[src/design/bmpq_pkg.sv]
// ----------------------------------------------------------------------------
// bmpq_pkg - shared definitions for the bounded max-priority queue
// Default sizes, request and status codes, and the cell control bundle.
// ----------------------------------------------------------------------------
package bmpq_pkg;

  // default sizes
  localparam int DEPTH_DEF  = 16;
  localparam int PRIO_W_DEF = 8;
  localparam int HND_W_DEF  = 16;

  // capacity register
  localparam int             CAP_W   = 5;
  localparam logic [CAP_W-1:0] CAP_RST = 5'd16;

  // request kinds (carried on tuser)
  localparam logic REQ_INSERT = 1'b0;
  localparam logic REQ_POP    = 1'b1;

  // result status codes
  localparam logic [1:0] STAT_OK    = 2'd0;
  localparam logic [1:0] STAT_FULL  = 2'd1;
  localparam logic [1:0] STAT_EMPTY = 2'd2;

  // controller state
  typedef enum logic [1:0] {
    ST_IDLE = 2'b01,
    ST_SCAN = 2'b10
  } bmpq_state_t;

  // broadcast to every cell of the chain
  typedef struct packed {
    logic ins;   // write the new entry into the cell at the fill position
    logic del;   // close the gap left by the removed entry
  } bmpq_ctrl_t;

endpackage

[src/design/bmpq_cell.sv]
// ----------------------------------------------------------------------------
// bmpq_cell - one storage cell of the priority queue chain
// Holds one entry, forwards a running-maximum token to its upper neighbour
// and takes its upper neighbour's entry when a removal closes the gap.
// ----------------------------------------------------------------------------
module bmpq_cell
  import bmpq_pkg::*;
#(
  parameter int PRIO_W = PRIO_W_DEF,
  parameter int HND_W  = HND_W_DEF,
  parameter int IDX_W  = 4,
  parameter int CNT_W  = 5,
  parameter int POS    = 0
) (
  input  logic              clk,
  input  logic              rst_n,
  input  bmpq_ctrl_t        ctrl,
  input  logic [CNT_W-1:0]  count,
  input  logic [IDX_W-1:0]  sel_idx,
  input  logic [PRIO_W-1:0] wr_prio,
  input  logic [HND_W-1:0]  wr_hnd,
  input  logic [PRIO_W-1:0] nb_prio,
  input  logic [HND_W-1:0]  nb_hnd,
  input  logic              tok_in_found,
  input  logic [PRIO_W-1:0] tok_in_prio,
  input  logic [HND_W-1:0]  tok_in_hnd,
  input  logic [IDX_W-1:0]  tok_in_idx,
  output logic [PRIO_W-1:0] prio,
  output logic [HND_W-1:0]  hnd,
  output logic              tok_out_found,
  output logic [PRIO_W-1:0] tok_out_prio,
  output logic [HND_W-1:0]  tok_out_hnd,
  output logic [IDX_W-1:0]  tok_out_idx
);

  localparam logic [CNT_W-1:0] MY_POS  = CNT_W'(POS);
  localparam logic [CNT_W-1:0] NXT_POS = CNT_W'(POS + 1);
  localparam logic [IDX_W-1:0] MY_IDX  = IDX_W'(POS);

  logic [PRIO_W-1:0] prio_r, prio_nxt;
  logic [HND_W-1:0]  hnd_r, hnd_nxt;
  logic              found_r, found_nxt;
  logic [PRIO_W-1:0] tprio_r, tprio_nxt;
  logic [HND_W-1:0]  thnd_r, thnd_nxt;
  logic [IDX_W-1:0]  tidx_r, tidx_nxt;
  logic              live;
  logic              take;

  assign live = MY_POS < count;

  // entry update: append at the fill position, or shift down over the gap
  always_comb begin
    prio_nxt = prio_r;
    hnd_nxt  = hnd_r;
    if (ctrl.ins && (MY_POS == count)) begin
      prio_nxt = wr_prio;
      hnd_nxt  = wr_hnd;
    end else if (ctrl.del && (MY_POS >= CNT_W'(sel_idx)) && (NXT_POS < count)) begin
      prio_nxt = nb_prio;
      hnd_nxt  = nb_hnd;
    end
  end

  // running maximum: strictly greater replaces, so the earliest wins on ties
  assign take = live && (!tok_in_found || (prio_r > tok_in_prio));

  always_comb begin
    found_nxt = tok_in_found;
    tprio_nxt = tok_in_prio;
    thnd_nxt  = tok_in_hnd;
    tidx_nxt  = tok_in_idx;
    if (take) begin
      found_nxt = 1'b1;
      tprio_nxt = prio_r;
      thnd_nxt  = hnd_r;
      tidx_nxt  = MY_IDX;
    end
  end

  always_ff @(posedge clk) begin
    if (!rst_n) begin
      found_r <= 1'b0;
    end else begin
      found_r <= found_nxt;
    end
  end

  always_ff @(posedge clk) begin
    prio_r  <= prio_nxt;
    hnd_r   <= hnd_nxt;
    tprio_r <= tprio_nxt;
    thnd_r  <= thnd_nxt;
    tidx_r  <= tidx_nxt;
  end

  assign prio          = prio_r;
  assign hnd           = hnd_r;
  assign tok_out_found = found_r;
  assign tok_out_prio  = tprio_r;
  assign tok_out_hnd   = thnd_r;
  assign tok_out_idx   = tidx_r;

endmodule

[src/design/bounded_max_priority_queue.sv]
// ----------------------------------------------------------------------------
// bounded_max_priority_queue - bounded queue with highest-priority removal
// Entries sit in insertion order in a chain of cells; a removal returns the
// highest-priority entry (earliest on ties) and the rest close up.
// ----------------------------------------------------------------------------
// Every accepted transaction yields exactly one result transaction. An insert,
// or a pop on an empty store, gives its result in the cycle after acceptance.
// A pop on a non-empty store runs a search: the controller takes the request,
// a maximum-search token then walks all DEPTH cells of the chain one cell per
// cycle, and a last step removes the winner, shifts the later entries down
// and registers the result; input is held off throughout. A new transaction
// is taken once the controller is idle and the output register is free or
// being drained, so back-to-back inserts run at one per cycle. Capacity is
// written through the APB port at address 0 (reset 16, saturated to DEPTH); a
// status of 1 refuses an insert when full, 2 answers a pop on an empty store.
module bounded_max_priority_queue
  import bmpq_pkg::*;
#(
  parameter int DEPTH  = DEPTH_DEF,
  parameter int PRIO_W = PRIO_W_DEF,
  parameter int HND_W  = HND_W_DEF
) (
  input  logic                                     clk,
  input  logic                                     rst_n,
  // input stream
  input  logic                                     in_tvalid,
  output logic                                     in_tready,
  // tdata: priority_req, handle (zero padded to whole bytes)
  input  logic [((PRIO_W+HND_W+7)/8)*8-1:0]        in_tdata,
  // tuser: req_type
  input  logic                                     in_tuser,
  // result stream
  output logic                                     out_tvalid,
  input  logic                                     out_tready,
  // tdata: out_priority, out_handle (zero padded to whole bytes)
  output logic [((PRIO_W+HND_W+7)/8)*8-1:0]        out_tdata,
  // tuser: status
  output logic [1:0]                               out_tuser,
  // configuration port
  input  logic                                     cfg_psel,
  input  logic                                     cfg_penable,
  input  logic                                     cfg_pwrite,
  input  logic [2:0]                               cfg_paddr,
  input  logic [31:0]                              cfg_pwdata,
  output logic [31:0]                              cfg_prdata,
  output logic                                     cfg_pready
);

  localparam int DATA_W = ((PRIO_W + HND_W + 7) / 8) * 8;
  localparam int IDX_W  = $clog2(DEPTH);
  localparam int CNT_W  = $clog2(DEPTH + 1);
  localparam int CMP_W  = (CNT_W > CAP_W) ? CNT_W : CAP_W;
  localparam logic [CNT_W-1:0] SCAN_LEN = CNT_W'(DEPTH);

  // --------------------------------------------------------------------------
  // configuration register
  // --------------------------------------------------------------------------
  logic [CAP_W-1:0] cap_r;
  logic             cfg_wr;

  assign cfg_pready = 1'b1;
  assign cfg_wr     = cfg_psel && cfg_penable && cfg_pwrite && cfg_pready;

  always_ff @(posedge clk) begin
    if (!rst_n) begin
      cap_r <= CAP_RST;
    end else if (cfg_wr && !cfg_paddr[2]) begin
      cap_r <= cfg_pwdata[CAP_W-1:0];
    end
  end

  assign cfg_prdata = cfg_paddr[2] ? 32'd0 : 32'(cap_r);

  // --------------------------------------------------------------------------
  // request decode
  // --------------------------------------------------------------------------
  bmpq_state_t       state_r, state_nxt;
  logic [CNT_W-1:0]  count_r, count_nxt;
  logic [CNT_W-1:0]  scan_cnt_r, scan_cnt_nxt;
  logic              out_tvalid_r, out_tvalid_nxt;
  logic [1:0]        out_stat_r, out_stat_nxt;
  logic [PRIO_W-1:0] out_prio_r, out_prio_nxt;
  logic [HND_W-1:0]  out_hnd_r, out_hnd_nxt;

  logic              in_acc;
  logic [PRIO_W-1:0] req_prio;
  logic [HND_W-1:0]  req_hnd;
  logic [CMP_W-1:0]  cap_ext;
  logic [CMP_W-1:0]  limit;
  logic              full;
  logic              empty;
  logic              scan_done;
  bmpq_ctrl_t        ctrl;
  logic [IDX_W-1:0]  sel_idx;

  assign in_tready = (state_r == ST_IDLE) && (!out_tvalid_r || out_tready);
  assign in_acc    = in_tvalid && in_tready;
  assign req_prio  = in_tdata[PRIO_W-1:0];
  assign req_hnd   = in_tdata[PRIO_W+HND_W-1:PRIO_W];

  // capacity saturates to the store depth
  assign cap_ext = CMP_W'(cap_r);
  assign limit   = (cap_ext > CMP_W'(DEPTH)) ? CMP_W'(DEPTH) : cap_ext;
  assign full    = CMP_W'(count_r) >= limit;
  assign empty   = count_r == '0;

  // --------------------------------------------------------------------------
  // cell chain
  // --------------------------------------------------------------------------
  logic [PRIO_W-1:0] c_prio [DEPTH];
  logic [HND_W-1:0]  c_hnd  [DEPTH];
  logic              t_found [DEPTH+1];
  logic [PRIO_W-1:0] t_prio  [DEPTH+1];
  logic [HND_W-1:0]  t_hnd   [DEPTH+1];
  logic [IDX_W-1:0]  t_idx   [DEPTH+1];

  assign t_found[0] = 1'b0;
  assign t_prio[0]  = '0;
  assign t_hnd[0]   = '0;
  assign t_idx[0]   = '0;

  // token at the far end carries the winner once it has crossed every cell
  assign scan_done = (state_r == ST_SCAN) && (scan_cnt_r == SCAN_LEN);
  assign sel_idx   = t_idx[DEPTH];
  assign ctrl.ins  = in_acc && (in_tuser == REQ_INSERT) && !full;
  assign ctrl.del  = scan_done;

  for (genvar g = 0; g < DEPTH; g++) begin : g_cell
    logic [PRIO_W-1:0] nb_prio;
    logic [HND_W-1:0]  nb_hnd;

    if (g == DEPTH - 1) begin : g_top
      assign nb_prio = c_prio[g];
      assign nb_hnd  = c_hnd[g];
    end else begin : g_mid
      assign nb_prio = c_prio[g+1];
      assign nb_hnd  = c_hnd[g+1];
    end

    bmpq_cell #(
      .PRIO_W (PRIO_W),
      .HND_W  (HND_W),
      .IDX_W  (IDX_W),
      .CNT_W  (CNT_W),
      .POS    (g)
    ) u_cell (
      .clk           (clk),
      .rst_n         (rst_n),
      .ctrl          (ctrl),
      .count         (count_r),
      .sel_idx       (sel_idx),
      .wr_prio       (req_prio),
      .wr_hnd        (req_hnd),
      .nb_prio       (nb_prio),
      .nb_hnd        (nb_hnd),
      .tok_in_found  (t_found[g]),
      .tok_in_prio   (t_prio[g]),
      .tok_in_hnd    (t_hnd[g]),
      .tok_in_idx    (t_idx[g]),
      .prio          (c_prio[g]),
      .hnd           (c_hnd[g]),
      .tok_out_found (t_found[g+1]),
      .tok_out_prio  (t_prio[g+1]),
      .tok_out_hnd   (t_hnd[g+1]),
      .tok_out_idx   (t_idx[g+1])
    );
  end

  // --------------------------------------------------------------------------
  // controller and output register
  // --------------------------------------------------------------------------
  always_comb begin
    state_nxt      = state_r;
    count_nxt      = count_r;
    scan_cnt_nxt   = scan_cnt_r;
    out_tvalid_nxt = out_tvalid_r && !out_tready;
    out_stat_nxt   = out_stat_r;
    out_prio_nxt   = out_prio_r;
    out_hnd_nxt    = out_hnd_r;

    unique case (state_r)
      ST_IDLE: begin
        if (in_acc) begin
          out_prio_nxt = '0;
          out_hnd_nxt  = '0;
          if (in_tuser == REQ_INSERT) begin
            out_tvalid_nxt = 1'b1;
            out_stat_nxt   = full ? STAT_FULL : STAT_OK;
            if (!full) begin
              count_nxt = count_r + 1'b1;
            end
          end else if (empty) begin
            out_tvalid_nxt = 1'b1;
            out_stat_nxt   = STAT_EMPTY;
          end else begin
            state_nxt    = ST_SCAN;
            scan_cnt_nxt = '0;
          end
        end
      end
      ST_SCAN: begin
        scan_cnt_nxt = scan_cnt_r + 1'b1;
        if (scan_done) begin
          state_nxt      = ST_IDLE;
          count_nxt      = count_r - 1'b1;
          out_tvalid_nxt = 1'b1;
          out_stat_nxt   = STAT_OK;
          out_prio_nxt   = t_prio[DEPTH];
          out_hnd_nxt    = t_hnd[DEPTH];
        end
      end
      default: begin
        state_nxt = ST_IDLE;
      end
    endcase
  end

  always_ff @(posedge clk) begin
    if (!rst_n) begin
      state_r      <= ST_IDLE;
      count_r      <= '0;
      scan_cnt_r   <= '0;
      out_tvalid_r <= 1'b0;
    end else begin
      state_r      <= state_nxt;
      count_r      <= count_nxt;
      scan_cnt_r   <= scan_cnt_nxt;
      out_tvalid_r <= out_tvalid_nxt;
    end
  end

  always_ff @(posedge clk) begin
    out_stat_r <= out_stat_nxt;
    out_prio_r <= out_prio_nxt;
    out_hnd_r  <= out_hnd_nxt;
  end

  assign out_tvalid = out_tvalid_r;
  assign out_tuser  = out_stat_r;
  assign out_tdata  = DATA_W'({out_hnd_r, out_prio_r});

  // --------------------------------------------------------------------------
  // assertions
  // --------------------------------------------------------------------------
  a_ins_count: assert property (@(posedge clk) disable iff (!rst_n)
    ctrl.ins |=> (count_r == $past(count_r) + 1'b1))
    else $error("accepted insert did not grow the count");

  a_scan_nonempty: assert property (@(posedge clk) disable iff (!rst_n)
    (state_r == ST_SCAN) |-> (count_r != '0) && t_found[DEPTH] || (scan_cnt_r != SCAN_LEN))
    else $error("search finished without a winner");

  a_scan_result: assert property (@(posedge clk) disable iff (!rst_n)
    scan_done |=> out_tvalid && (out_tuser == STAT_OK) && (state_r == ST_IDLE))
    else $error("pop result not presented after the search");

  a_count_bound: assert property (@(posedge clk) disable iff (!rst_n)
    (count_r <= CNT_W'(DEPTH)) && !(out_tvalid && (out_tuser == STAT_FULL) &&
    (out_tdata != '0)))
    else $error("count beyond depth or refused insert with payload");

endmodule
[config.mk]
export PLATFORM = sky130hd
export DESIGN_NAME = bounded_max_priority_queue
export DESIGN_NICKNAME = d
export VERILOG_FILES = /design/src/design/bmpq_pkg.sv /design/src/design/bmpq_cell.sv /design/src/design/bounded_max_priority_queue.sv
export SDC_FILE = /design/constraint.sdc
export NUM_CORES = 1
export LEC_CHECK = 0
export BUFFER_PORTS_ARGS = -buffer_cell sky130_fd_sc_hd__buf_2
export CAP_MARGIN = 20
export CORE_MARGIN = 3
export CORE_UTILIZATION = 40
export CTS_BUF_LIST = sky130_fd_sc_hd__clkbuf_16
export DETAILED_ROUTE_END_ITERATION = 12
export PLACE_DENSITY = 0.54
export RECOVER_POWER = 100
export SKIP_LAST_GASP = 1
export SYNTH_ARGS = -nofsm -noshare
export SYNTH_HDL_FRONTEND = slang
export SYNTH_SLANG_ARGS = --single-unit
[constraint.sdc]
create_clock -name clk -period 4.8 [get_ports clk]
set_input_delay 0.96 -clock clk [delete_from_list [all_inputs] [get_ports clk]]
set_output_delay 0.96 -clock clk [all_outputs]
set_load 0.005 [all_outputs]
==> summary.md, run 1 <==
The tightest min-delay check is of the reg -> reg type. Number of global-route vias before repair: 20.78k. STA classifies the critical path startpoint as a register.

The TritonCTS buffer count came out at 96. The logs give 351 for the max-slew violation total from the final report and 110 for the number of standard-cell rows in the floorplan. The ratio of cells with drive above 1 in the final layout was 0.2748; the vertical extent of the die was 307.9 um.

For the pin with the worst max-slew slack, the measured transition is 1.998 ns. In the routed design, unresolved DRC markers number 0. For the iteration count of the initial detailed-routing pass, the log shows 5.

The leakage power was 15.65 nW. In this run, the number of DRC markers left after iteration 0 of detailed routing was 1077. In this run, post-CTS repair resized a total of 0 instances.

The logs give 0 for the number of hold violations in the final report and 0.2430 GHz for the top achievable clock speed. Sequential area share after synthesis: 0.5934. On the final layout, the worst clock skew is 0.01904 ns. The number of hold buffers added after cts came out at 0.

Counting along the longest clock path gives a buffer depth of 3. After routing, the total negative slack on setup checks comes to 0 ns. Total setup buffers inserted after CTS: 0. Cell taking the most area after synthesis: sky130_fd_sc_hd__edfxtp_1.

Sorting the synthesized cells by area gives the leading types as sky130_fd_sc_hd__edfxtp_1 34%, sky130_fd_sc_hd__dfxtp_1 26%, sky130_fd_sc_hd__mux2_2 17%, sky130_fd_sc_hd__mux2_4 7.0%, sky130_fd_sc_hd__ha_1 4.6%. Clock latency on the worst-skew pair, taken at its later pin, is 0.64 ns. The most frequent cell on the critical path was sky130_fd_sc_hd__o21ai_0. The beginning of the worst hold path was g_cell[14].u_cell.tok_out_idx[2]$_SDFF_PP1_. Largest fanout of any net on the critical path: 25.

Clock tree synthesis selected as its root buffer the cell sky130_fd_sc_hd__clkbuf_16. TritonCTS built the clock tree. The detailed-route via count came out at 19.21k. The run gives 0 as the total congestion overflow. The number of clock sinks seen by CTS came out at 876. The synthesized area per cell was 14.55 um^2.

The post-CTS clock slew at the launch and capture registers of the worst setup and hold paths is 0.06 ns, and the number of distinct library cells after synthesis is 56. After synthesis the cells add up to 36470 um^2. Entering global routing, the biggest net connects 37 pins.

The final HPWL from detailed placement came out at 52.49 mm. The most frequently used cell type in the post-synthesis netlist was sky130_fd_sc_hd__mux2_2. In this design, the stage delay of the slowest critical-path cell is 0.61 ns.

Walking the worst path, the cells encountered are inv_1 > ha_1 > nor2b_1 > o21ai_0 > a211oi_4 > buf_4 > nand3_2 > o21ai_0 > clkbuf_2. The worst register-to-register path ends at g_cell[10].u_cell.hnd[2]$_DFFE_PP_. The total of fill cells in the finished design came out at 8137. The top-level I/O count is 128, and the final period utilization is 0.8572. The per-cell via count in the routed design was 4.962; the worst endpoint data arrival time was 4.38 ns.

Type of the setup path with the least slack: reg -> reg. In this design, the largest share of critical-path delay is due to buffers and inverters. The final estimated routing congestion in global placement was 0.8065; the areal power density over the cells was 438.3 nW/um^2.

The number of instances in the synthesized netlist was 2507; the number of I/O port buffers was 70. The final layout contains routed wiring with a total length of 75.15 mm. The design draws 0.01769 W. Across all register-to-register paths, the minimum setup slack is 0.69 ns. Setup repair after global routing left no endpoint under its margin. The global router's overall resource usage was 0.1598. For the worst setup path, the data required time is 5.07 ns.

The number of synthesized flops with an enable pin is 410. The first global-routing pass estimated 119.3 mm of wire. Dividing the detail-routed wire length by the instance count gives 19.41 um.

The tightest slew margin relative to the limit came out at -0.3323. During synthesis, Yosys emitted a total of 0 warnings. Startpoint of the worst-slack reg-to-reg timing path: count_r[0]$_SDFFE_PN0P_. The tools report the type of destination of the critical path as a register.

The run finished, with violations left. In the final design database the tool counted 2810 nets. The final reports fail on max-capacitance violations, max-slew violations. The area of the die is 94820 um^2.

The number of buffers and inverters on the critical path is 3. The tools report the endpoint with the worst hold slack as g_cell[15].u_cell.tok_out_idx[2]$_SDFF_PP1_. Synthesis inferred 876 register bits. The run gives 1 as the initial antenna violation count.

The hold path depth works out to 1. The slowest stage of the critical path belongs to the cell sky130_fd_sc_hd__a211oi_4. Initial core utilization: 0.4045. The main flop type after synthesis is sky130_fd_sc_hd__dfxtp_1. The tools report the peak supply drop as 0.2421 mV. From left edge to right edge, the die measures 307.9 um. The total area inside the core boundary comes to 90150 um^2. The detail route stage leaves a number of antenna-violating nets equal to 0.

For the worst flop-to-flop path, the logic depth is 9. Subtracting the final worst setup slack from the clock period gives 4.115 ns. The relative area change from synthesis to final layout works out to 10.65%.

In this run the number of cells on the critical path is 9. Setup violations remaining at the end of the flow were counted as 0. The H-tree was split into 3 levels.

The top cell type's share of synthesized area came out at 0.3376. Ranked by instance count, the synthesized netlist is headed by 540 x sky130_fd_sc_hd__mux2_2, 466 x sky130_fd_sc_hd__dfxtp_1, 410 x sky130_fd_sc_hd__edfxtp_1. The async set or reset register ratio after synthesis came out at 0.

Across the run, the number of max-cap violations was 13.
[report_power, final]
part / switching (W) / total (W) / internal (W) / leakage (nW)
sequential: 0.000253 / 0.00880 / 0.00855 / 7.55
combinational: 0.000692 / 0.00145 / 0.000759 / 6.40
clock: 0.00299 / 0.00744 / 0.00444 / 1.69
total: 0.00394 / 0.0177 / 0.0137 / 15.6
[cell type report]
| class | instances | area, um^2 | share of cell area |
|---|---|---|---|
| diodes | 2 | 5.005 | 0.0001240 |
| clock buffers | 104 | 2603 | 0.06450 |
| clock inverters | 78 | 656.9 | 0.01628 |
| inverters | 142 | 533.0 | 0.01321 |
| multi-input cells | 1379 | 12920 | 0.3203 |
| flip-flops and latches | 876 | 21640 | 0.5363 |
| well taps | 1176 | 1471 | 0.03647 |
| repair buffers | 114 | 518.0 | 0.01284 |
[metrics by stage]
step                std cells  instance area, um^2  setup WS [ns]    util  hold WS (ns)
floorplan                2533                36560         0.6167       -        0.3863
global placement         3686                37970         0.7663  0.4212        0.3901
detailed placement       3687                38000         0.7639  0.4215        0.3973
CTS                      3869                41260         0.8748  0.4577        0.4055
global route             3869                40350         0.3248  0.4476        0.4174
finish                   3871                40350         0.6854  0.4476        0.4037
[flip-flops by register name, summed over array words and instances (netlist names)]
signal	cells
g_cell.u_cell.tok_out_prio	128
out_hnd_r	16
out_tuser	2
g_cell.u_cell.hnd	256
g_cell.u_cell.tok_out_idx	49
g_cell.u_cell.tok_out_hnd	256
out_tvalid	1
scan_cnt_r	5
out_prio_r	8
state_r	2
g_cell.u_cell.tok_out_found	15
count_r	5
g_cell.u_cell.prio	128
cap_ext	5
[per-layer routing]
layer	GRT usage	share of wire	vias to the layer above
met4	0.04375	0.025	0
met1	0.2122	0.47	9519
met5	0	0	-
met2	0.2702	0.48	288
met3	0.02692	0.032	137
li1	-	-	9262
[worst max path at each step]
| stage | from | to | slack (ns) |
|---|---|---|---|
| 2_1_floorplan | scan_cnt_r[0]$_SDFFE_PN0P_ | g_cell[1].u_cell.hnd[0]$_DFFE_PP_ | 0.62 |
| 3_3_place_gp | out_tready | g_cell[14].u_cell.hnd[9]$_DFFE_PP_ | 0.77 |
| 3_5_place_dp | in_tuser | g_cell[14].u_cell.hnd[12]$_DFFE_PP_ | 0.76 |
| 4_1_cts | count_r[0]$_SDFFE_PN0P_ | g_cell[14].u_cell.hnd[10]$_DFFE_PP_ | 0.87 |
| 5_1_grt | count_r[0]$_SDFFE_PN0P_ | g_cell[10].u_cell.prio[3]$_DFFE_PP_ | 0.32 |
| 6_report | count_r[0]$_SDFFE_PN0P_ | g_cell[10].u_cell.hnd[2]$_DFFE_PP_ | 0.69 |
[cells by family after synthesis]
kind of cell | share of synthesized area
AND/OR/NAND/NOR | 0.05558
adder cells (fa/ha/maj) | 0.04598
other | 0.0002059
buffers and inverters | 0.03702
multiplexers | 0.2430
AO/OA/AOI/OAI | 0.02357
flip-flops | 0.5934
XOR/XNOR | 0.001201
[cell usage in the layout (no fill, tap or decap), drive strengths merged, types with 30 or more instances in the layout]
cell / instances
ha: 134
nand2: 60
and2: 70
nand3: 30
nand4: 38
clkbuf: 182
nor2: 41
buf: 36
mux2: 721
dfxtp: 466
a21oi: 49
inv: 165
edfxtp: 410
o21ai: 30
clkinv: 44
nand2b: 33
(Power assumes the default switching activity.)
==> inputs of run 2 (changes only) <==
--- a/config.mk
+++ b/config.mk
@@ -5,13 +5,15 @@
 export SDC_FILE = /design/constraint.sdc
 export NUM_CORES = 1
 export LEC_CHECK = 0
+export ABC_AREA = 1
 export BUFFER_PORTS_ARGS = -buffer_cell sky130_fd_sc_hd__buf_2
 export CAP_MARGIN = 20
 export CORE_MARGIN = 3
 export CORE_UTILIZATION = 40
 export CTS_BUF_LIST = sky130_fd_sc_hd__clkbuf_16
 export DETAILED_ROUTE_END_ITERATION = 12
-export PLACE_DENSITY = 0.54
+export HOLD_SLACK_MARGIN = 0.02
+export PLACE_DENSITY = 0.53
 export RECOVER_POWER = 100
 export SKIP_LAST_GASP = 1
 export SYNTH_ARGS = -nofsm -noshare
==> summary.md, run 2 <==
The final critical path time including I/O delays and setup came out at 4.032 ns (-0.08304 ns). For the worst endpoint data arrival time, the log shows 4.54 ns (+0.16 ns). The global router's overall resource usage came out at 0.2174 (+0.05763). The run finished, with violations left. The total setup buffers inserted after CTS was 0 (unchanged). The tools report the slack of the worst reg-to-reg path as 0.77 ns (+0.08 ns). The core outline area was 92360 um^2 (+2.4%). The setup path with the least slack is of type reg -> reg. The insertion delay to the later sink of the worst-skew pair is 0.67 ns (+0.03 ns). The leakage power is 19.49 nW (+25%), and the total detailed-routing wirelength is 106.8 mm (+42%). The areal power density over the cells works out to 526.4 nW/um^2 (+20%). The worst hold path belongs to the class reg -> reg.

Part of the power in combinational logic: 0.194 (+0.112). The slowest library cell on the worst path was sky130_fd_sc_hd__clkbuf_1. Post-CTS clock slew at the launch and capture registers of the worst setup and hold paths: 0.06 ns (about the same). The total net switching power was 0.006693 W (+70%); the max-slew violation total from the final report was 391 (+11%). The detailed-route DRC error count was 0 (unchanged); the slew of the pin with the lowest slew margin was 2.186 ns (+0.1876 ns).

The logs give 70.48 mm (+34%) for the final HPWL from detailed placement and 0.2903 mV (+20%) for the peak supply drop. The number of hold violations in the final report is 0 (unchanged). The cell sitting at the root of the clock tree is a sky130_fd_sc_hd__clkbuf_16. Among the stages of the critical path, the cell type that occurs most often is sky130_fd_sc_hd__nand2_1. The final reports fail on max-capacitance violations, max-slew violations. Endpoint with the worst hold slack: g_cell[9].u_cell.tok_out_idx[3]$_SDFF_PP1_. The synthesized area per cell was 8.588 um^2 (-41%); the horizontal die dimension was 312.1 um (+1.4%). Number of global-route vias before repair: 27.47k (+32%). The worst setup path is launched from a register.

The run gives 0.7995 (-0.87%) as the final estimated routing congestion in global placement. The largest net degree at the start of global routing is 95 (+160%), and the sequential cell fraction of total power is 0.473 (-0.025). The flop and latch count out of synthesis is 876 (unchanged), and the final layout net count is 4583 (+63%). In the post-synthesis netlist, the biggest area contributors are sky130_fd_sc_hd__edfxtp_1 33%, sky130_fd_sc_hd__dfxtp_1 25%, sky130_fd_sc_hd__nand2_1 18%, sky130_fd_sc_hd__nand3_1 9.2%, sky130_fd_sc_hd__ha_1 4.5%.

The tools report the cell-internal power as 0.01533 W (+12%). The logs give 0 ns (unchanged) for the post-route setup TNS and -0.4574 (-0.1251) for the tightest slew margin relative to the limit. Among all flip-flop cells after synthesis, the most frequent one is sky130_fd_sc_hd__dfxtp_1. Number of H-tree levels: 3 (unchanged). The switching share of power came out at 0.3038 (+0.08113). The logs give 23 (+10) for the number of max-cap violations and 5.30 ns (+0.23 ns) for the critical path required time. Final period utilization: 0.8399 (-0.01730). TritonCTS built the clock tree. The logs give 0 (unchanged) for the post-cts gate resize count and 0 (unchanged) for the synthesis warning total.

The tools report the worst-case setup slack after placement as 1.179 ns (+0.4153 ns). The tools report the beginning of the worst hold path as g_cell[8].u_cell.tok_out_idx[3]$_SDFF_PP1_. The number of clock sinks seen by CTS was 876 (unchanged); the iteration count of the initial detailed-routing pass was 6 (+1).

Setup repair after global routing left no endpoint under its margin. In this run the critical register-to-register path is launched from g_cell[12].u_cell.prio[7]$_DFFE_PP_. The number of hold buffers added after cts is 0 (unchanged), and the vertical extent of the die is 312.1 um (+1.4%). The critical path goes through ha_1 > nand2_1 > nor2_1 > nand2_1 > nand2_1 > nand2_1 > nand2_1 > clkbuf_1 > nand2_1 > clkbuf_1 > nand2_1 > nand2_1. The number of antenna diodes was 0 (-2). The area of the mapped netlist came out at 37480 um^2 (+2.8%).

Type of destination of the critical path: a register. The async set or reset register ratio after synthesis was 0 (unchanged); the part of the power in the clock network was 0.332 (-0.088). The hold path depth is 2 (+1). Count of antenna-violating nets left after detailed routing: 0 (unchanged). In the post-synthesis netlist, the cell with the most instances is sky130_fd_sc_hd__nand2_1.

The detailed-route wire length per cell was 18.71 um (-3.6%); the worst-case clock skew was 0.02560 ns (+0.006561 ns). Number of synthesized flops with an enable pin: 410 (unchanged). The number of standard-cell rows in the floorplan is 111 (+0.91%). The tools report the worst-case clock buffer depth as 3 (unchanged). Most frequent standard cell in the layout excluding fill and tap cells: sky130_fd_sc_hd__nand2_1. The ratio of cells with drive above 1 in the final layout was 0.05421 (-0.2206). The tools report the global-route wire length before repair as 166.0 mm (+39%). The top cell type's share of synthesized area is 0.3284 (-0.009173), and the final setup violation count is 0 (unchanged). In this run the critical register-to-register path is captured at g_cell[12].u_cell.tok_out_hnd[8]$_DFF_P_. The logs give 0.7684 ns (+0.08304 ns) for the final worst-path setup slack and 2196 (+100%) for the DRC violation total after the first TritonRoute iteration. The largest fanout of any net on the critical path came out at 27 (+8.0%). The per-cell via count in the routed design works out to 4.975 (+0.26%). The tools report the TritonCTS buffer count as 94 (-2.1%).

The number of I/O port buffers was 70 (unchanged); the number of cells traversed by the worst register-to-register path was 12 (+3). Sorting the synthesized cells by how often they occur yields 1828 x sky130_fd_sc_hd__nand2_1, 687 x sky130_fd_sc_hd__nand3_1, 466 x sky130_fd_sc_hd__dfxtp_1. The initial core utilization was 0.4059 (+0.001355); the number of instances in the synthesized netlist was 4365 (+74%). The number of distinct library cells after synthesis is 38 (-32%), and the top achievable clock speed is 0.2480 GHz (+2.1%).

The run gives 0.4042 ns (+0.0005160 ns) as the worst hold margin. For the detailed-route via count, the log shows 28.39k (+48%). The total congestion overflow came out at 0 (unchanged). In the layout the commonest cells are 1830 x sky130_fd_sc_hd__nand2_1, 687 x sky130_fd_sc_hd__nand3_1, 466 x sky130_fd_sc_hd__dfxtp_1, 410 x sky130_fd_sc_hd__edfxtp_1, 338 x sky130_fd_sc_hd__inv_1.

The top-level I/O count is 128 (unchanged). Relative to the synthesized area, the layout overhead comes to 11.63%. For the sequential area share after synthesis, the log shows 0.5773 (-0.01612). In this run the worst setup path begins at g_cell[12].u_cell.prio[7]$_DFFE_PP_. sky130_fd_sc_hd__edfxtp_1 takes more of the synthesized area than any other cell. The tools report the initial antenna violation count as 2 (+1). The maximum single-stage delay on the critical path was 1.08 ns (+0.47 ns). The area of the die was 97420 um^2 (+2.7%).
[run 2: kinds of logic (layout without fill, tap and decap cells)]
family | after synthesis | after routing | synth area share
and+or+nand+nor | 2648 | 2648 | 0.2930
DFF | 876 | 876 | 0.5773
buffers and inverters | 579 | 652 | 0.06492
other | 2 | 28 | 0.0002003
xor gates and xnor gates | 5 | 5 | 0.001168
adders and majority gates | 134 | 134 | 0.04473
AOI/OAI and AO/OA | 121 | 121 | 0.01869
[run 2: layer usage]
layer  GRT usage  vias up  wire [um]
met4     0.06677        0       3250
met2      0.3645      732      51190
li1            -    14075          -
met1      0.2911    13394      46820
met3     0.03196      189       5497
met5           0        -          0
[run 2: power groups by stage]
stage                     Sequential, W  Clock, W  Combinational, W
after floorplan                  0.0103         0           0.00310
after global placement           0.0106         0           0.00430
after detailed placement         0.0106         0           0.00436
after CTS                        0.0104   0.00747           0.00438
after global routing             0.0106   0.00777           0.00501
final                            0.0104   0.00732           0.00428
[run 2: worst max-delay path, delay by kind of cell, from the launching register on]
family | cells | cell delay (ns)
buffers and inverters | 2 | 1.70
flip-flops | 1 | 0.45
adder cells (fa/ha/maj) | 1 | 0.34
AND/OR/NAND/NOR | 9 | 1.39
[run 2: how the worst max path moves through the flow]
stage,endpoint,depth (start not counted)
finish,g_cell[12].u_cell.tok_out_hnd[8]$_DFF_P_,12
global route,g_cell[7].u_cell.hnd[1]$_DFFE_PP_,14
CTS,g_cell[6].u_cell.prio[7]$_DFFE_PP_,12
detailed placement,g_cell[6].u_cell.prio[4]$_DFFE_PP_,12
global placement,g_cell[6].u_cell.prio[3]$_DFFE_PP_,12
floorplan,g_cell[15].u_cell.hnd[0]$_DFFE_PP_,10
[run 2: cell type report]
| type | instances | area, um^2 |
|---|---|---|
| fill | 9097 | 50510 |
| sequential | 876 | 21640 |
| multi-input combinational | 2936 | 13540 |
| clock buffer | 99 | 2477 |
| tap | 1243 | 1555 |
| inverter | 323 | 1220 |
| timing repair buffer | 151 | 772.0 |
| clock inverter | 79 | 636.9 |
[run 2: through the flow]
step                power [W]    util  instances  area, um^2
CTS                   0.02230  0.4554       5703       42060
detailed placement    0.01495  0.4217       5525       38940
global placement      0.01489  0.4217       5525       38940
global route          0.02338  0.4531       5707       41850
floorplan             0.01336       -       4391       37580
finish                0.02203  0.4531       5707       41850
==> inputs of run 3 (changes only) <==
--- a/config.mk
+++ b/config.mk
@@ -5,7 +5,7 @@
 export SDC_FILE = /design/constraint.sdc
 export NUM_CORES = 1
 export LEC_CHECK = 0
-export ABC_AREA = 1
+export ABC_AREA = 0
 export BUFFER_PORTS_ARGS = -buffer_cell sky130_fd_sc_hd__buf_2
 export CAP_MARGIN = 20
 export CORE_MARGIN = 3
@@ -13,7 +13,7 @@
 export CTS_BUF_LIST = sky130_fd_sc_hd__clkbuf_16
 export DETAILED_ROUTE_END_ITERATION = 12
 export HOLD_SLACK_MARGIN = 0.02
-export PLACE_DENSITY = 0.53
+export PLACE_DENSITY = 0.54
 export RECOVER_POWER = 100
 export SKIP_LAST_GASP = 1
 export SYNTH_ARGS = -nofsm -noshare
==> constraint.sdc (replaced) <==
create_clock -name clk -period 4 [get_ports clk]
set_input_delay 0.8 -clock clk [delete_from_list [all_inputs] [get_ports clk]]
set_output_delay 0.8 -clock clk [all_outputs]
set_load 0.005 [all_outputs]
==> summary.md, run 3 (same netlist as run 1, synthesis figures left out) <==
The nature of the critical path startpoint is a register. The detailed-route wire length per cell was 19.35 um (+3.4%); the final period utilization was 0.8930 (+0.05310). The detailed-route via count was 19.21k (-32%); the horizontal die dimension was 307.9 um (-1.3%). For the slack of the worst reg-to-reg path, the log shows 0.43 ns (-0.34 ns). The tools report the worst-case clock buffer depth as 3 (unchanged). Cell at the root of the clock tree: sky130_fd_sc_hd__clkbuf_16. For the part of the power in the clock network, the log shows 0.407 (+0.075). For the number of clock sinks seen by CTS, the log shows 876 (unchanged). Critical path required time: 4.52 ns (-0.78 ns). The number of max-cap violations was 5 (-78%). Hold path depth: 3 (+1).

By instance count, the cell type seen most on the critical path is sky130_fd_sc_hd__clkbuf_1. Largest net degree at the start of global routing: 37 (-61%). Per-cell via count in the routed design: 4.962 (-0.26%).

Vertical extent of the die: 307.9 um (-1.3%). The number of H-tree levels was 3 (unchanged). The ratio of cells with drive above 1 in the final layout was 0.2791 (+0.2249); the count of antenna-violating nets left after detailed routing was 0 (unchanged).

The flow ran to the end, but the final reports show violations. The switching share of power is 0.2280 (-0.07587). The logs give 0.65 ns (-0.02 ns) for the insertion delay to the later sink of the worst-skew pair and 2815 (-39%) for the final layout net count. The slew of the pin with the lowest slew margin was 1.834 ns (-0.3523 ns); the total design power was 0.02073 W (-5.9%).

The final critical path time including I/O delays and setup is 3.572 ns (-0.4595 ns). Setup repair after global routing left no endpoint under its margin. The run gives 5 (-1) as the iteration count of the initial detailed-routing pass.

The part of the power in combinational logic was 0.084 (-0.110); the worst endpoint data arrival time was 4.09 ns (-0.45 ns). The core outline area was 90150 um^2 (-2.4%); the post-CTS clock slew at the launch and capture registers of the worst setup and hold paths was 0.06 ns (about the same). Largest fanout of any net on the critical path: 27 (unchanged).

The run gives 94 (unchanged) as the TritonCTS buffer count. The tools report the area of the die as 94820 um^2 (-2.7%). Number of cells traversed by the worst register-to-register path: 7 (-5). The top-level I/O count was 128 (unchanged); the global-route wire length before repair was 119.8 mm (-28%).

The tightest slew margin relative to the limit was -0.2225 (+0.2349); the total congestion overflow was 0 (unchanged). Number of I/O port buffers: 70 (unchanged). The slowest library cell on the worst path was sky130_fd_sc_hd__clkbuf_1.

Maximum single-stage delay on the critical path: 1.31 ns (+0.23 ns). Summed area of non-filler cells in the final layout: 40160 um^2 (-4.0%). Startpoint of the worst-slack reg-to-reg timing path: count_r[4]$_SDFFE_PN0P_. The areal power density over the cells came out at 516.2 nW/um^2 (-1.9%). In this run the critical register-to-register path is captured at g_cell[5].u_cell.tok_out_hnd[9]$_DFF_P_. The DRC violation total after the first TritonRoute iteration came out at 936 (-57%).

The class of the tightest hold or removal check is in -> reg. The worst setup path is of the reg -> reg kind. The cell-internal power was 0.01600 W (+4.4%); the post-cts gate resize count was 0 (unchanged). The checks that failed: max-capacitance violations, max-slew violations. The global router's overall resource usage was 0.1598 (-0.05757).

In the layout the commonest cells are 531 x sky130_fd_sc_hd__mux2_2, 466 x sky130_fd_sc_hd__dfxtp_1, 410 x sky130_fd_sc_hd__edfxtp_1, 181 x sky130_fd_sc_hd__mux2_1, 165 x sky130_fd_sc_hd__inv_1. The max-slew violation total from the final report is 140 (-64%). The final estimated routing congestion in global placement was 0.8126 (+1.6%); the number of global-route vias before repair was 20.77k (-24%). The peak supply drop came out at 0.3193 mV (+10%). For the final HPWL from detailed placement, the log shows 51.93 mm (-26%).

The run gives 0 (unchanged) as the detailed-route DRC error count. The sequential cell fraction of total power came out at 0.510 (+0.037). The initial core utilization came out at 0.4045 (-0.001355). The total setup buffers inserted after CTS was 0 (unchanged). The endpoint with the worst hold slack is cap_ext[3]$_SDFFE_PN0P_. TritonCTS built the clock tree. The beginning of the worst hold path was cfg_pwdata[3]. The final setup violation count came out at 0 (unchanged). The tools report the leakage power as 15.58 nW (-20%). The critical path goes through clkbuf_1 > nor2_1 > nand2_1 > o31a_1 > o21ai_0 > clkbuf_1 > mux2_2. The library cell used most frequently in the layout, excluding fill and tap cells, is sky130_fd_sc_hd__mux2_2. The total net switching power was 0.004725 W (-29%); the worst-case clock skew was 0.02819 ns (+0.002595 ns). Compared with the post-synthesis result, the final layout area differs by 10.12%.

The run gives 2 (unchanged) as the initial antenna violation count. The cell area after placement was 38040 um^2 (-2.3%); the top achievable clock speed was 0.2800 GHz (+13%). STA classifies the critical path endpoint as a register.

For the number of hold buffers added after cts, the log shows 0 (unchanged). The number of standard-cell rows in the floorplan was 110 (-0.90%); the number of hold violations in the final report was 0 (unchanged). The tools report the total detailed-routing wirelength as 74.91 mm (-30%).
## run 3: cell types whose count changed in the layout (fill, tap and decap cells not counted), moves of 36 or more
cell / change
sky130_fd_sc_hd__nand2_1: -1770
sky130_fd_sc_hd__nand3_1: -661
sky130_fd_sc_hd__mux2_2: +531
sky130_fd_sc_hd__mux2_1: +181
sky130_fd_sc_hd__inv_1: -173
sky130_fd_sc_hd__nor2_1: -49
sky130_fd_sc_hd__and2_0: +36
## run 3: final cells by class
cell class                      instances  area, um^2
Antenna cell                            1       2.502
Inverter                              142       533.0
Timing Repair Buffer                  121       573.1
Fill cell                            8139       49990
Multi-Input combinational cell       1379       12900
Clock buffer                           96        2402
Clock inverter                         80       630.6
Tap cell                             1176        1471
Sequential cell                       876       21640
## run 3: critical path: cells and delay by family, from the launching register on
| kind | cells | cell delay [ns] |
|---|---|---|
| buffers and inverters | 2 | 1.69 |
| and+or+nand+nor | 2 | 0.70 |
| muxes | 1 | 0.45 |
| DFF | 1 | 0.36 |
| AOI/OAI and AO/OA | 2 | 0.22 |
## run 3: layer usage
metal / up-vias / GRT usage / part of all wire
met1: 9580 / 0.2170 / 0.47
met5: - / 0 / 0
met4: 0 / 0.04564 / 0.023
met2: 271 / 0.2662 / 0.47
met3: 108 / 0.02403 / 0.033
li1: 9247 / - / -
## run 3: stage by stage
| step | util | instances | worst slack [ns] | TNS (ns) | hold slack (ns) |
|---|---|---|---|---|---|
| after floorplan | - | 2533 | -0.1833 | -8.796 | 0.3863 |
| after global placement | 0.4220 | 3694 | 0.5586 | 0 | 0.3901 |
| after detailed placement | 0.4220 | 3694 | 0.5453 | 0 | 0.3956 |
| after CTS | 0.4556 | 3870 | 0.5138 | 0 | 0.3514 |
| after global routing | 0.4454 | 3870 | 0.1553 | 0 | 0.3739 |
| final | 0.4455 | 3871 | 0.4280 | 0 | 0.3918 |
## run 3: worst max path at each step
stage | startpoint | to | slack [ns] | depth (start not counted)
floorplan | scan_cnt_r[0]$_SDFFE_PN0P_ | g_cell[1].u_cell.hnd[0]$_DFFE_PP_ | -0.18 | 5
global placement | count_r[0]$_SDFFE_PN0P_ | g_cell[5].u_cell.hnd[8]$_DFFE_PP_ | 0.56 | 9
detailed placement | in_tuser | g_cell[5].u_cell.hnd[10]$_DFFE_PP_ | 0.55 | 7
CTS | count_r[0]$_SDFFE_PN0P_ | g_cell[5].u_cell.hnd[15]$_DFFE_PP_ | 0.51 | 9
global route | count_r[0]$_SDFFE_PN0P_ | g_cell[5].u_cell.hnd[7]$_DFFE_PP_ | 0.16 | 9
finish | count_r[4]$_SDFFE_PN0P_ | g_cell[5].u_cell.tok_out_hnd[9]$_DFF_P_ | 0.43 | 7
## run 3: power by group through the flow
stage	Clock (W)	Combinational [W]	Sequential [W]
6_report	0.00843	0.00173	0.0106
5_1_grt	0.00910	0.00196	0.0107
4_1_cts	0.00871	0.00181	0.0106
3_5_place_dp	0	0.00179	0.0108
3_3_place_gp	0	0.00176	0.0108
2_1_floorplan	0	0.00134	0.0106
